`src/sv/lph_pkg.sv`:
```
// shared types, constants and helpers for the linear probing hash set
`default_nettype none
package lph_pkg;

  localparam int SLOTS  = 1024;
  localparam int IDX_W  = $clog2(SLOTS);
  localparam int CNT_W  = IDX_W + 1;
  localparam int KEY_W  = 31;
  localparam int SIZE_W = 11;
  localparam int STEP_W = $clog2(KEY_W);

  typedef enum logic [1:0] {
    CMD_INSERT = 2'd0,
    CMD_FIND   = 2'd1,
    CMD_REMOVE = 2'd2
  } cmd_t;

  typedef enum logic [2:0] {
    ST_CLEAR,
    ST_IDLE,
    ST_HASH,
    ST_READ,
    ST_CHECK
  } state_t;

  typedef struct packed {
    logic             used;
    logic [KEY_W-1:0] key;
  } slot_t;

  typedef struct packed {
    logic             we;
    logic [IDX_W-1:0] addr;
    slot_t            wdata;
  } mem_req_t;

  // size register to slots in use: zero acts as one, clamp at SLOTS
  function automatic logic [CNT_W-1:0] eff_size(input logic [SIZE_W-1:0] ts);
    logic [CNT_W-1:0] n;
    if (ts == '0) begin
      n = CNT_W'(1);
    end else if (int'(ts) > SLOTS) begin
      n = CNT_W'(SLOTS);
    end else begin
      n = CNT_W'(ts);
    end
    return n;
  endfunction

endpackage
`default_nettype wire

```
`src/sv/lph_mod.sv`:
```
// iterative remainder unit: key modulo slot count, one key bit per cycle
`default_nettype none
module lph_mod (
  input  wire logic                      clk,
  input  wire logic                      rst_n,
  input  wire logic                      start,
  input  wire logic [lph_pkg::KEY_W-1:0] dividend,
  input  wire logic [lph_pkg::CNT_W-1:0] divisor,
  output logic                           done,
  output logic [lph_pkg::IDX_W-1:0]      rem
);
  import lph_pkg::*;

  logic              run_r, run_nxt;
  logic              done_r, done_nxt;
  logic [STEP_W-1:0] step_r, step_nxt;
  logic [KEY_W-1:0]  key_sh_r, key_sh_nxt;
  logic [CNT_W-1:0]  div_r, div_nxt;
  logic [IDX_W-1:0]  rem_r, rem_nxt;
  logic [CNT_W-1:0]  trial;

  always_comb begin
    run_nxt    = run_r;
    done_nxt   = 1'b0;
    step_nxt   = step_r;
    key_sh_nxt = key_sh_r;
    div_nxt    = div_r;
    rem_nxt    = rem_r;
    // shift in the next key bit, subtract once if the partial reaches the divisor
    trial = {rem_r, key_sh_r[KEY_W-1]};
    if (start) begin
      run_nxt    = 1'b1;
      step_nxt   = '0;
      key_sh_nxt = dividend;
      div_nxt    = divisor;
      rem_nxt    = '0;
    end else if (run_r) begin
      if (trial >= div_r) begin
        rem_nxt = IDX_W'(trial - div_r);
      end else begin
        rem_nxt = IDX_W'(trial);
      end
      key_sh_nxt = {key_sh_r[KEY_W-2:0], 1'b0};
      step_nxt   = step_r + STEP_W'(1);
      if (step_r == STEP_W'(KEY_W - 1)) begin
        run_nxt  = 1'b0;
        done_nxt = 1'b1;
      end
    end
  end

  always_ff @(posedge clk) begin
    if (!rst_n) begin
      run_r  <= 1'b0;
      done_r <= 1'b0;
      step_r <= '0;
    end else begin
      run_r  <= run_nxt;
      done_r <= done_nxt;
      step_r <= step_nxt;
    end
    key_sh_r <= key_sh_nxt;
    div_r    <= div_nxt;
    rem_r    <= rem_nxt;
  end

  assign done = done_r;
  assign rem  = rem_r;

endmodule
`default_nettype wire

```
`config.mk`:
```
export PLATFORM = sky130hd
export DESIGN_NAME = lph_mod
export DESIGN_NICKNAME = d
export VERILOG_FILES = /design/src/sv/lph_pkg.sv /design/src/sv/lph_mod.sv
export SDC_FILE = /design/constraint.sdc
export NUM_CORES = 1
export LEC_CHECK = 0
export BUFFER_PORTS_ARGS = -buffer_cell sky130_fd_sc_hd__buf_2
export CORE_ASPECT_RATIO = 1.75
export CORE_MARGIN = 1.5
export CORE_UTILIZATION = 33
export DETAILED_ROUTE_END_ITERATION = 10
export HOLD_SLACK_MARGIN = 0.03
export SYNTH_ARGS = -nofsm -noshare
export SYNTH_HDL_FRONTEND = slang
export SYNTH_SLANG_ARGS = --single-unit
```
`constraint.sdc`:
```
create_clock -name clk -period 2.25 [get_ports clk]
set_clock_uncertainty 0.2 [all_clocks]
set_input_delay 0.225 -clock clk [delete_from_list [all_inputs] [get_ports clk]]
set_output_delay 0.225 -clock clk [all_outputs]
set_load 0.02 [all_outputs]
```
==> impl_metrics.yaml <==
timing:
  fmax_mhz: 459.4
  setup_ws_ns: 0.07328
  tightest_slew_ns: 0.4066
  rsz0062_at_grt: "yes"
  finalSetupViolCount: 0
  slew_violations: 0
  final-hold-violation-count: 0
  finalCritPeriodShare: 0.9674
  slew-limit-headroom: 0.7289
  min_period_ns: 2.177
  fin_tns_setup_ns: 0
run_status:
  status: "finished, final reports clean"
final_layout:
  layout-drive-gt1-share: 0.4245
  diodes: 0
  post-route-util: 0.5238
  syn2layout_area_growth_pct: 53.17
  design_area_um2: 4354
  stdcell_count: 466
  finalNetCount: 405
  fillCellCount: 709
routing:
  first_pass_iters: 4
  ant_nets: 0
  wl_per_cell_um: 14.26
  via_per_inst: 4.624
  routed_wl_um: 6646
  dr_total_vias: 2155
  dr.first_iter.drc_count: 105
  drcViolationCount: 0
grt:
  top_usage_layer: "met2"
  antenna_found_initial: 0
  grt_pass1_vias: 2312
  grt_use_met2: 0.2743
  track_usage: 0.1558
  overflow: 0
  met1_usage: 0.1578
  grtUsageMet3: 0.03840
  grt_pass1_wl_um: 10760
  grt_max_degree: 32
critical_path:
  slowest_stage: "edfxtp_1"
  cp_cell_sequence: "inv_2 -> ha_4 -> inv_2 -> fa_2 -> a21o_1 -> a21oi_2 -> o211ai_1 -> xor2_1 -> mux2i_1 -> o21ai_1"
  crit_family: "compound AO/OA/AOI/OAI gates"
  r2r-start: "key_sh_r[30]$_DFFE_PP_"
  critPathBufInv: 2
  worstPathRequired_ns: 2.26
  cp.arrival_ns: 2.18
  endpoint_kind: "flop"
  startpoint_type: "flop"
  critPathMaxStageDelay_ns: 0.41
  critPathLaunch: "key_sh_r[30]$_DFFE_PP_"
  cp_max_fo: 3
  crit_path_frequent_cell: "inv_2"
  worstSetupPathType: "flop to flop"
yosys:
  synth_area_um2: 2843
  yosysSeqAreaShare: 0.5634
  yosys_warnings: 0
  synth_top_area_share: 0.4437
  ys.flop_type: "edfxtp_1"
  syn_avg_cell_area_um2: 12.63
  ys_types: 36
  ys_async_sr_fraction: 0
  synth_area_leader_cell: "edfxtp_1"
  syn_inst: 225
  synth_common_cells: "edfxtp_1 (42), mux2_2 (30), inv_1 (18)"
  synth.net_count: 284
  synth_edf_count: 42
  yosysMostFrequentCell: "edfxtp_1"
  ys_seq_elements: 59
  synth.area.top_cells: "edfxtp_1 (44%), dfxtp_1 (12%), mux2_2 (12%)"
die:
  core_area_um2: 8313
  die_y_um: 125.8
  initial_core_util: 0.3420
  fp-row-count: 44
  die_w_um: 73.16
  dieArea_um2: 9202
  ioPinCount: 56
clocking:
  cts_tree: "yes"
  cts_buffers: 9
  h-tree-depth: 3
  clk_path_buf_depth: 2
  clk_pin_slew_ns: 0.05
  clock_sinks: 59
  clkLatencyLatePin_ns: 0.32
  cts_root_buf: "clkbuf_16"
place:
  placedCellCount: 405
  placed_cell_area_um2: 3385
  place_ws_ns: -0.05804
  hpwl_um: 4356
  io_buffers: 55
  gp_congestion: 0.9384
min_path:
  hp-start: "dividend[22]"
  hp-class: "input pin to flop"
power_and_ir_drop:
  powerDensity_nw_per_um2: 740.1
  p_leak_uw: 0.001710
  ir_drop_mv: 0.5228
flow_run:
  max_cap_viol_count: 0
[sequential cells by signal, summed over array words and instances, names as in the netlist]
signal / cells
run_r: 1
done: 1
rem: 10
step_r: 5
div_r: 11
key_sh_r: 31
[report_power, final]
part / switching, uW / internal (uW) / leakage, uW
Sequential: 40.1 / 1270 / 0.000559
Combinational: 240 / 290 / 0.00100
Clock: 462 / 920 / 0.000148
[worst reg2reg max path, stage by stage, from the launching register on]
cell and delay (ns):
edfxtp_1 0.41, inv_2 0.09, ha_4 0.12, inv_2 0.04, fa_2 0.38, a21o_1 0.18
a21oi_2 0.16, o211ai_1 0.12, xor2_1 0.15, mux2i_1 0.15, o21ai_1 0.07
[logic make-up after synthesis]
| logic type | Yosys count | synth area share |
|---|---|---|
| flip-flops | 59 | 0.5634 |
| AND/OR/NAND/NOR | 44 | 0.07702 |
| buffers and inverters | 24 | 0.03169 |
| adder cells (fa/ha/maj) | 14 | 0.06426 |
| XOR/XNOR | 11 | 0.03389 |
| AO/OA/AOI/OAI | 36 | 0.08627 |
| multiplexers | 37 | 0.1435 |
[layout by cell type, fill, tap and decap left out, types with 3 or more instances in the layout]
master         count
a211oi_1           4
ha_4              10
o21ai_1            3
nand4_1            4
mux2i_1            7
inv_1             15
inv_2              3
nand2_1            9
o21ai_4            3
nand2b_1           4
buf_2             55
dfxtp_1           15
buf_6              3
edfxtp_1          42
o21ai_0            4
nor2_1            14
xnor2_1            6
dlygate4sd3_1     42
xor2_1             5
ha_1               3
mux2_2            30
buf_4             13
clkbuf_16         10
a21oi_2            5
a21oi_1            7
[routing by layer]
layer,vias up,wire (um)
met2,50,3627
met1,1015,2447
met4,0,325
met3,26,247
met5,-,0
li1,1064,-
[through the flow]
stage | total power, uW | hold WS, ns
floorplan | 1573 | 0.1239
global placement | 1718 | 0.2028
detailed placement | 1727 | 0.2032
CTS | 3183 | 0.03633
global route | 3365 | 0.04719
finish | 3223 | 0.03817
[cell type report]
class / count / area, um^2 / share of cell area
Sequential cell: 59 / 1604 / 0.3684
Clock buffer: 12 / 257.7 / 0.05920
Inverter: 18 / 67.56 / 0.01552
Tap cell: 115 / 143.9 / 0.03305
Clock inverter: 4 / 47.55 / 0.01092
Multi-Input combinational cell: 143 / 1366 / 0.3138
Timing Repair Buffer: 115 / 867.1 / 0.1991
[repair_timing]
| item | 4_1_cts | 5_1_grt |
|---|---|---|
| gates resized for setup | 1 | 39 |
| pin swaps | 1 | 14 |
| cloned | 0 | 1 |
| hold buffers | 42 | 0 |
| setup buffers | 0 | 2 |
| endpoints found under the setup margin | 3 | 10 |
| endpoints found under the hold margin | 42 | 0 |
[path summary, 6_finish.rpt]
kind	endpoint	slack, ns	depth (start not counted)
max	rem[8]$_SDFFE_PP0P_	0.07	10
min	key_sh_r[22]$_DFFE_PP_	0.04	2
max reg2reg	rem[8]$_SDFFE_PP0P_	0.07	10
min reg2reg	done$_SDFF_PP0_	0.30	2
Power figures use the tool's default switching activity.
